[src/rtl/core/assert_macros.svh]
// ----------------------------------------------------------------------------
// Assertion macros
// Shared concurrent assertion forms for the ring buffer block.
// ----------------------------------------------------------------------------
`ifndef ASSERT_MACROS_SVH
`define ASSERT_MACROS_SVH

// Same-cycle implication, disabled during reset
`define ASSERT_SAME(label, clk, rst_n, ante, cons) \
    label: assert property (@(posedge clk) disable iff (!rst_n) (ante) |-> (cons)) \
        else $error("assertion failed");

// Next-cycle implication, disabled during reset
`define ASSERT_NEXT(label, clk, rst_n, ante, cons) \
    label: assert property (@(posedge clk) disable iff (!rst_n) (ante) |=> (cons)) \
        else $error("assertion failed");

`endif

[src/rtl/core/rbo_pkg.sv]
// ----------------------------------------------------------------------------
// rbo_pkg
// Constants and types shared by the ring buffer modules.
// ----------------------------------------------------------------------------
package rbo_pkg;

    localparam int DEPTH          = 256;
    localparam int ADDR_BITS      = $clog2(DEPTH);
    localparam int DATA_BITS      = 16;
    localparam int CAP_BITS       = ADDR_BITS + 1;
    localparam int POS_BITS       = 8;
    localparam int CFG_INDEX_BITS = 2;
    localparam int CFG_DATA_BITS  = CAP_BITS;

    localparam logic [CAP_BITS-1:0] CAP_MAX = CAP_BITS'(DEPTH);
    localparam logic [CAP_BITS-1:0] CAP_MIN = CAP_BITS'(1);

    localparam logic CMD_PUSH = 1'b0;
    localparam logic CMD_READ = 1'b1;

    localparam logic MODE_OVERWRITE = 1'b1;

    localparam logic [CFG_INDEX_BITS-1:0] CFG_CAPACITY = CFG_INDEX_BITS'(0);
    localparam logic [CFG_INDEX_BITS-1:0] CFG_MODE     = CFG_INDEX_BITS'(1);

    typedef struct packed {
        logic accept;
        logic load_out;
    } rbo_cmd_t;

    typedef struct packed {
        logic out_free;
    } rbo_status_t;

endpackage

[src/rtl/core/rbo_ram.sv]
// ----------------------------------------------------------------------------
// rbo_ram
// Generic single-port-write, single-port-read RAM with registered read data.
// ----------------------------------------------------------------------------
module rbo_ram #(
    parameter int WIDTH = 16,
    parameter int DEPTH = 256
) (
    input  logic                     clk,
    input  logic                     we,
    input  logic [$clog2(DEPTH)-1:0] waddr,
    input  logic [WIDTH-1:0]         wdata,
    input  logic                     re,
    input  logic [$clog2(DEPTH)-1:0] raddr,
    output logic [WIDTH-1:0]         rdata
);

    logic [WIDTH-1:0] mem [DEPTH];
    logic [WIDTH-1:0] rdata_reg;

    always_ff @(posedge clk)
    begin
        if (we)
        begin
            mem[waddr] <= wdata;
        end
        if (re)
        begin
            rdata_reg <= mem[raddr];
        end
    end

    assign rdata = rdata_reg;

endmodule

[src/rtl/core/rbo_ctrl.sv]
// ----------------------------------------------------------------------------
// rbo_ctrl
// Sequencer: takes one word, waits for the read data and a free output register, then loads the result.
// ----------------------------------------------------------------------------
module rbo_ctrl (
    input  logic                 clk,
    input  logic                 rst_n,
    input  logic                 in_valid,
    output logic                 in_ready,
    input  rbo_pkg::rbo_status_t status,
    output rbo_pkg::rbo_cmd_t    cmd
);

    localparam logic S_IDLE = 1'b0;
    localparam logic S_LOAD = 1'b1;

    logic state_reg;
    logic state_next;

    always_comb
    begin
        state_next   = state_reg;
        cmd.accept   = 1'b0;
        cmd.load_out = 1'b0;
        case (state_reg)
            S_IDLE:
            begin
                if (in_valid)
                begin
                    cmd.accept = 1'b1;
                    state_next = S_LOAD;
                end
            end
            S_LOAD:
            begin
                if (status.out_free)
                begin
                    cmd.load_out = 1'b1;
                    state_next   = S_IDLE;
                end
            end
            default:
            begin
                state_next = S_IDLE;
            end
        endcase
    end

    assign in_ready = (state_reg == S_IDLE);

    always_ff @(posedge clk or negedge rst_n)
    begin
        if (!rst_n)
        begin
            state_reg <= S_IDLE;
        end
        else
        begin
            state_reg <= state_next;
        end
    end

endmodule

[src/rtl/core/rbo_dp.sv]
// ----------------------------------------------------------------------------
// rbo_dp
// Datapath: configuration, ring pointers, entry store and result register.
// ----------------------------------------------------------------------------
module rbo_dp (
    input  logic                                 clk,
    input  logic                                 rst_n,
    input  logic                                 cfg_write_en,
    input  logic [rbo_pkg::CFG_INDEX_BITS-1:0]   cfg_index,
    input  logic [rbo_pkg::CFG_DATA_BITS-1:0]    cfg_data,
    input  rbo_pkg::rbo_cmd_t                    cmd,
    output rbo_pkg::rbo_status_t                 status,
    input  logic                                 cmd_in,
    input  logic [rbo_pkg::DATA_BITS-1:0]        push_value,
    input  logic [rbo_pkg::POS_BITS-1:0]         position,
    output logic                                 out_valid,
    input  logic                                 out_ready,
    output logic [rbo_pkg::DATA_BITS-1:0]        read_value,
    output logic [rbo_pkg::CAP_BITS-1:0]         fill_count,
    output logic                                 dropped,
    output logic                                 position_error
);

    logic [rbo_pkg::CAP_BITS-1:0]  capacity_reg, capacity_next;
    logic                          circular_reg, circular_next;
    logic [rbo_pkg::ADDR_BITS-1:0] oldest_reg, oldest_next;
    logic [rbo_pkg::CAP_BITS-1:0]  count_reg, count_next;
    logic [rbo_pkg::DEPTH-1:0]     valid_reg, valid_next;

    logic                          pend_read_reg;
    logic                          pend_hit_reg;
    logic [rbo_pkg::CAP_BITS-1:0]  pend_fill_reg;
    logic                          pend_dropped_reg;
    logic                          pend_perr_reg;

    logic                          out_valid_reg, out_valid_next;
    logic [rbo_pkg::DATA_BITS-1:0] read_value_reg;
    logic [rbo_pkg::CAP_BITS-1:0]  fill_count_reg;
    logic                          dropped_reg;
    logic                          position_error_reg;

    logic                          cfg_hit;
    logic [rbo_pkg::CAP_BITS-1:0]  cap_clamped;
    logic [rbo_pkg::CAP_BITS-1:0]  push_sum, push_wrap;
    logic [rbo_pkg::CAP_BITS-1:0]  read_sum, read_wrap;
    logic [rbo_pkg::CAP_BITS-1:0]  oldest_inc;
    logic [rbo_pkg::ADDR_BITS-1:0] push_slot, read_slot;
    logic                          is_full;
    logic                          pos_err;
    logic                          do_push, do_read, do_write, do_drop;
    logic [rbo_pkg::DATA_BITS-1:0] ram_rdata;

    assign cfg_hit = cfg_write_en
                     && ((cfg_index == rbo_pkg::CFG_CAPACITY) || (cfg_index == rbo_pkg::CFG_MODE));

    always_comb
    begin
        if (cfg_data == '0)
        begin
            cap_clamped = rbo_pkg::CAP_MIN;
        end
        else if (cfg_data > rbo_pkg::CAP_MAX)
        begin
            cap_clamped = rbo_pkg::CAP_MAX;
        end
        else
        begin
            cap_clamped = cfg_data;
        end
    end

    // Wrap at capacity by one conditional subtract
    assign push_sum  = {1'b0, oldest_reg} + count_reg;
    assign push_wrap = (push_sum >= capacity_reg) ? (push_sum - capacity_reg) : push_sum;
    assign push_slot = push_wrap[rbo_pkg::ADDR_BITS-1:0];

    assign read_sum  = {1'b0, oldest_reg} + {1'b0, position};
    assign read_wrap = (read_sum >= capacity_reg) ? (read_sum - capacity_reg) : read_sum;
    assign read_slot = read_wrap[rbo_pkg::ADDR_BITS-1:0];

    assign oldest_inc = {1'b0, oldest_reg} + rbo_pkg::CAP_BITS'(1);

    assign is_full  = (count_reg == capacity_reg);
    assign pos_err  = ({1'b0, position} >= capacity_reg);
    assign do_push  = cmd.accept && (cmd_in == rbo_pkg::CMD_PUSH);
    assign do_read  = cmd.accept && (cmd_in == rbo_pkg::CMD_READ) && !pos_err;
    assign do_drop  = do_push && is_full && (circular_reg != rbo_pkg::MODE_OVERWRITE);
    assign do_write = do_push && !do_drop;

    always_comb
    begin
        capacity_next = capacity_reg;
        circular_next = circular_reg;
        oldest_next   = oldest_reg;
        count_next    = count_reg;
        valid_next    = valid_reg;
        if (cfg_hit)
        begin
            if (cfg_index == rbo_pkg::CFG_CAPACITY)
            begin
                capacity_next = cap_clamped;
            end
            else
            begin
                circular_next = cfg_data[0];
            end
            oldest_next = '0;
            count_next  = '0;
            valid_next  = '0;
        end
        else if (do_write)
        begin
            valid_next[push_slot] = 1'b1;
            if (!is_full)
            begin
                count_next = count_reg + rbo_pkg::CAP_BITS'(1);
            end
            else if (oldest_inc >= capacity_reg)
            begin
                oldest_next = '0;
            end
            else
            begin
                oldest_next = oldest_inc[rbo_pkg::ADDR_BITS-1:0];
            end
        end
    end

    always_ff @(posedge clk or negedge rst_n)
    begin
        if (!rst_n)
        begin
            capacity_reg <= rbo_pkg::CAP_MAX;
            circular_reg <= rbo_pkg::MODE_OVERWRITE;
            oldest_reg   <= '0;
            count_reg    <= '0;
            valid_reg    <= '0;
        end
        else
        begin
            capacity_reg <= capacity_next;
            circular_reg <= circular_next;
            oldest_reg   <= oldest_next;
            count_reg    <= count_next;
            valid_reg    <= valid_next;
        end
    end

    rbo_ram #(
        .WIDTH (rbo_pkg::DATA_BITS),
        .DEPTH (rbo_pkg::DEPTH)
    ) u_ram (
        .clk   (clk),
        .we    (do_write),
        .waddr (push_slot),
        .wdata (push_value),
        .re    (do_read),
        .raddr (read_slot),
        .rdata (ram_rdata)
    );

    // Hold the item's flags until the read data lands
    always_ff @(posedge clk)
    begin
        if (cmd.accept)
        begin
            pend_read_reg    <= do_read;
            pend_hit_reg     <= valid_reg[read_slot];
            pend_fill_reg    <= count_next;
            pend_dropped_reg <= do_drop;
            pend_perr_reg    <= (cmd_in == rbo_pkg::CMD_READ) && pos_err;
        end
    end

    assign status.out_free = !out_valid_reg || out_ready;

    always_comb
    begin
        out_valid_next = out_valid_reg;
        if (cmd.load_out)
        begin
            out_valid_next = 1'b1;
        end
        else if (out_ready)
        begin
            out_valid_next = 1'b0;
        end
    end

    always_ff @(posedge clk or negedge rst_n)
    begin
        if (!rst_n)
        begin
            out_valid_reg <= 1'b0;
        end
        else
        begin
            out_valid_reg <= out_valid_next;
        end
    end

    always_ff @(posedge clk)
    begin
        if (cmd.load_out)
        begin
            read_value_reg     <= (pend_read_reg && pend_hit_reg) ? ram_rdata : '0;
            fill_count_reg     <= pend_fill_reg;
            dropped_reg        <= pend_dropped_reg;
            position_error_reg <= pend_perr_reg;
        end
    end

    assign out_valid      = out_valid_reg;
    assign read_value     = read_value_reg;
    assign fill_count     = fill_count_reg;
    assign dropped        = dropped_reg;
    assign position_error = position_error_reg;

endmodule

[src/rtl/core/ring_buffer_with_overwrite_mode_top.sv]
// After a word is accepted, the S_LOAD state loads its result into the output register once that register is free.
// A new word is taken only after the last result is loaded, as S_LOAD waits out the entry RAM's registered read.
// A result may wait in the output register while the next word is taken.
// Reset clears pointers, fill count and 256 entry valid flags at once; no sweep.
// A configuration write to the capacity or mode index clears the same state.
// ----------------------------------------------------------------------------
// ring_buffer_with_overwrite_mode_top
// Ring buffer with bounded or overwrite-oldest push and offset reads.
// ----------------------------------------------------------------------------
`include "assert_macros.svh"

module ring_buffer_with_overwrite_mode_top (
    input  logic                               clk,
    input  logic                               rst_n,
    input  logic                               cfg_write_en,
    input  logic [rbo_pkg::CFG_INDEX_BITS-1:0] cfg_index,
    input  logic [rbo_pkg::CFG_DATA_BITS-1:0]  cfg_data,
    input  logic                               in_valid,
    output logic                               in_ready,
    input  logic                               cmd,
    input  logic [rbo_pkg::DATA_BITS-1:0]      push_value,
    input  logic [rbo_pkg::POS_BITS-1:0]       position,
    output logic                               out_valid,
    input  logic                               out_ready,
    output logic [rbo_pkg::DATA_BITS-1:0]      read_value,
    output logic [rbo_pkg::CAP_BITS-1:0]       fill_count,
    output logic                               dropped,
    output logic                               position_error
);

    rbo_pkg::rbo_cmd_t    ctrl_cmd;
    rbo_pkg::rbo_status_t dp_status;

    rbo_ctrl u_ctrl (
        .clk      (clk),
        .rst_n    (rst_n),
        .in_valid (in_valid),
        .in_ready (in_ready),
        .status   (dp_status),
        .cmd      (ctrl_cmd)
    );

    rbo_dp u_dp (
        .clk            (clk),
        .rst_n          (rst_n),
        .cfg_write_en   (cfg_write_en),
        .cfg_index      (cfg_index),
        .cfg_data       (cfg_data),
        .cmd            (ctrl_cmd),
        .status         (dp_status),
        .cmd_in         (cmd),
        .push_value     (push_value),
        .position       (position),
        .out_valid      (out_valid),
        .out_ready      (out_ready),
        .read_value     (read_value),
        .fill_count     (fill_count),
        .dropped        (dropped),
        .position_error (position_error)
    );

    `ASSERT_NEXT(a_one_word_at_a_time, clk, rst_n, in_valid && in_ready, !in_ready)
    `ASSERT_NEXT(a_result_follows_word, clk, rst_n, !in_ready && !out_valid, out_valid)
    `ASSERT_SAME(a_flags_exclusive, clk, rst_n, out_valid, !(dropped && position_error))
    `ASSERT_SAME(a_zero_without_read, clk, rst_n, out_valid && (dropped || position_error), read_value == '0)
    `ASSERT_SAME(a_fill_in_range, clk, rst_n, out_valid, fill_count <= rbo_pkg::CAP_MAX)

endmodule

[config.mk]
export PLATFORM = sky130hd
export DESIGN_NAME = ring_buffer_with_overwrite_mode_top
export DESIGN_NICKNAME = d
export VERILOG_FILES = /design/src/rtl/core/rbo_pkg.sv /design/src/rtl/core/rbo_ram.sv /design/src/rtl/core/rbo_ctrl.sv /design/src/rtl/core/rbo_dp.sv /design/src/rtl/core/ring_buffer_with_overwrite_mode_top.sv
export VERILOG_INCLUDE_DIRS = /design/src /design/src/rtl/core
export SDC_FILE = /design/constraint.sdc
export NUM_CORES = 2
export LEC_CHECK = 0
export BUFFER_PORTS_ARGS = -buffer_cell sky130_fd_sc_hd__buf_2
export CELL_PAD_IN_SITES_DETAIL_PLACEMENT = 2
export CELL_PAD_IN_SITES_GLOBAL_PLACEMENT = 2
export CORE_ASPECT_RATIO = 1.5
export CORE_MARGIN = 2
export CORE_UTILIZATION = 42
export CTS_CLUSTER_SIZE = 14
export DETAILED_ROUTE_END_ITERATION = 8
export PLACE_DENSITY_LB_ADDON = 0.1
export RECOVER_POWER = 100
export SYNTH_ARGS = -nofsm -noshare
export SYNTH_HDL_FRONTEND = slang
export SYNTH_SLANG_ARGS = --single-unit
[constraint.sdc]
create_clock -name clk -period 5.4 [get_ports clk]
set_input_delay 0.54 -clock clk [delete_from_list [all_inputs] [get_ports clk]]
set_output_delay 0.54 -clock clk [all_outputs]
set_load 0.01 [all_outputs]
==> metrics.md <==
| Metric | Value |
|---|---|
| Avg WL per Cell | 37.7 um |
| Min Tclk post-route | 6.23 ns |
| DIE AREA | 0.427 mm2 |
| Fin crit share | 115% |
| Gpl congestion | 0.881 |
| Via/cell ratio | 6.10 |
| Most common flop cell mapped by yosys | edfxtp_1 |
| Worst setup EP type | register |
| Hold Fails Final Rpt | 0 |
| Syn Area/Cell | 14.8 um2 |
| Chip Height | 800 um |
| PnR worst setup slack | -0.828 ns |
| Core ar. | 0.421 mm2 |
| Arr. time, crit path | 6.97 ns |
| Max-cap viol count | 44 |
| Failing checks | max-capacitance violations, max-slew violations, negative setup slack |
| Drt initial violations | 11658 |
| Vias in the first global route | 128012 |
| Delay-heaviest family, CP | compound AO/OA/AOI/OAI gates |
| Worst EP required | 6.14 ns |
| Worst-Margin Slew | 6.26 ns |
| CTS tree | built |
| Final WL | 739000 um |
| Fillers | 38025 |
| Worst reg2reg path depth | 27 |
| Pin count of the biggest net entering global routing | 166 |
| Crit. Startpoint | u_dp.oldest_reg[0] |
| GRT Overall Usage | 32.8% |
| Reg2reg start | u_dp.oldest_reg[0] |
| Total CTS buffers | 436 |
| Commonest non-fill, non-tap cell in the layout | edfxtp_1 |
| Hold Path Origin | cfg_write_en |
| First-pass GRT wire length | 996000 um |
| Placed cell area | 0.199 mm2 |
| Worst-path cell with the longest stage delay | nor4_2 |
| I/O Buffers | 69 |
| CP Class | reg2reg |
| CTS sink count | 4437 |
| Max reg flops | 4096 |
| Mapped Area | 0.177 mm2 |
| Layout cells sized above 1 | 23.5% |
| Sequential share of the synthesized area | 74.3% |
| Worst Skew | 0.0655 ns |
| CTS root buffer | clkbuf_16 |
| Finished Cell Area | 0.223 mm2 |
| Leakage | 79.5 nW |
| Synth Area in XOR/XNOR | 0.198% |
| Pwr Total | 99.9 mW |
| # H-tree levels | 5 |
| Worst hold path type | in2reg |
| GR Overflow Total | 0 |
| Largest family of logic cells by synthesized area | simple AND/OR/NAND/NOR gates |
| Crit path largest cell delay | 0.68 ns |
| Buf/Inv on CP | 10 |
| CP Depth | 27 |
| Critical path peak fanout | 11 |
| PwrDens | 448 mW/mm2 |
| Max-slew violations | 3675 |
| DRC | 0 |
| Pre-Repair DR Iteration Count | 5 |
| Netlist cell types | 88 |
| Area of the multi-input gates | 0.0463 mm2 |
| Ys Warns | 0 |
| Most frequent cells in the layout | edfxtp_1, nand2_1, buf_4, mux2i_1, nand3_1 |
| Fmax | 161 MHz |
| Initial antenna violation count | 34 |
| Most used cell, CP | buf_4 |
| Boundary Pins | 70 |
| Dpl ws | -2.28 ns |
| Standard-cell row count | 292 |
| Synth Net Count | 12116 |
| Startpoint types | register |
| Initial Util | 42.1% |
| Status | finished, violations left |
| CTS clk-pin slew, worst paths | 0.06 ns |
| Number of synthesized register bits | 4437 |
| RSZ-0062 raised after global routing | true |
| Post-Synth Simple-Gate Area | 9.67% |
| Multiplexer share of the synthesized area | 6.72% |
| Ys async rst share | 6.42% |
| Routed vias | 119736 |
| Syn Inst Count | 12018 |
| Final setup viols | 5463 |
| Clk Latency, worst-skew pair | 1.05 ns |
| Hold depth | 3 |
| EDFF count, synth | 4152 |
| Die Wd | 535 um |
| Compound-Gate Fraction of Synth Area | 6.34% |
| Area share of fa/ha/maj cells after synthesis | 0.419% |
| Max Root-Sink Buffers | 4 |
| Max IR drop VDD | 0.000329 V |
| Register area | 0.132 mm2 |
| Area Growth Syn to Fin | 25.7% |
| Detailed placement HPWL | 433000 um |
| Post-DRT Antenna Nets | 0 |
| Total Nets Final | 13733 |
| Headroom to the max-slew limit | -317% |
cell type report:
class | count | share of cell area (%)
Antenna cell | 13 | 0.0146
Clock inverter | 246 | 1.19
Multi-Input combinational cell | 6639 | 20.8
Tap cell | 5586 | 3.14
Inverter | 150 | 0.253
Sequential cell | 4437 | 59.1
Clock buffer | 582 | 5.43
Timing Repair Buffer | 1971 | 10.1
cells by family (layout without fill, tap and decap cells):
family | after synthesis | after routing
multiplexers | 1106 | 1106
adder cells (fa/ha/maj) | 57 | 57
AO/OA/AOI/OAI | 1510 | 1516
buffers and inverters | 948 | 2949
XOR/XNOR | 40 | 40
flip-flops | 4437 | 4437
AND/OR/NAND/NOR | 3920 | 3920
other | 0 | 13
worst paths after layout:
path	end	slack, ns
worst min-delay path	u_dp.valid_reg[53]	0.31
min in group asynchronous	u_dp.valid_reg[35]	2.01
worst min register to register	u_dp.fill_count[7]	0.43
worst max-delay path	u_dp.pend_hit_reg	-0.83
worst max register to register	u_dp.pend_hit_reg	-0.83
max in group asynchronous	u_dp.valid_reg[88]	-0.38
repair_timing:
item / CTS / global route
gates resized for setup: 443 / 405
hold buffers: 35 / 0
setup endpoints to repair: 4295 / 4362
pin swaps: 103 / 147
gates cloned: 51 / 45
hold endpoints to repair: 349 / 0
setup buffers: 116 / 226
cell usage after synthesis, drive strengths merged (16+ instances only):
| cell | count | area (um2) |
|---|---|---|
| a211oi | 240 | 1810 |
| a2111oi | 61 | 641 |
| a22oi | 32 | 240 |
| a21o | 26 | 203 |
| nand3 | 918 | 4590 |
| o21a | 257 | 1930 |
| mux4 | 66 | 1490 |
| xnor2 | 20 | 175 |
| o221ai | 20 | 175 |
| nor2 | 47 | 191 |
| dfrtp | 283 | 7080 |
| ha | 53 | 663 |
| xor2 | 20 | 175 |
| mux2i | 1037 | 10400 |
| nand2b | 32 | 208 |
| nor4 | 30 | 188 |
| edfxtp | 4152 | 125000 |
| a31oi | 234 | 1460 |
| clkbuf | 380 | 1430 |
| and2 | 20 | 125 |
| a32oi | 243 | 2130 |
| a41oi | 16 | 140 |
| buf | 418 | 2100 |
| a21oi | 102 | 526 |
| nand2 | 2333 | 8760 |
| inv | 150 | 563 |
| nand4 | 199 | 1250 |
| a311oi | 60 | 526 |
| o21ai | 38 | 198 |
| o22ai | 123 | 769 |
| and3 | 28 | 175 |
| nor3 | 274 | 1370 |
power by group:
group | switching (mW) | internal (mW) | total [mW]
Combinational | 18.4 | 11.2 | 29.7
Sequential | 0.138 | 37.9 | 38.0
Clock | 14.2 | 18.0 | 32.2
Total | 32.7 | 67.1 | 99.9
metrics by stage:
stage	utilization (%)	hold slack, ns	std cells	TNS (ns)
2_1_floorplan	-	0.244	12018	-99.53
3_3_place_gp	47.2	0.402	18327	-91.25
3_5_place_dp	47.2	0.409	18327	-632.44
4_1_cts	52.0	0.0124	19354	-8.97
5_1_grt	53.0	0.318	19612	-1884.99
6_report	53.0	0.314	19624	-1104.28
tightest hold or removal path, cell delays in order:
cell	delay [ns]
buf_2	0.12
nand2b_4	0.37
o21a_1	0.26
metal layers:
metal	track usage, %	wire [um]	up-vias
li1	-	-	49334
met1	38.9	272000	64311
met2	57.5	371000	4569
met3	4.44	42800	1510
met4	18.3	53500	12
met5	0	74	-
Note: power is estimated with default switching activity, not from simulation.
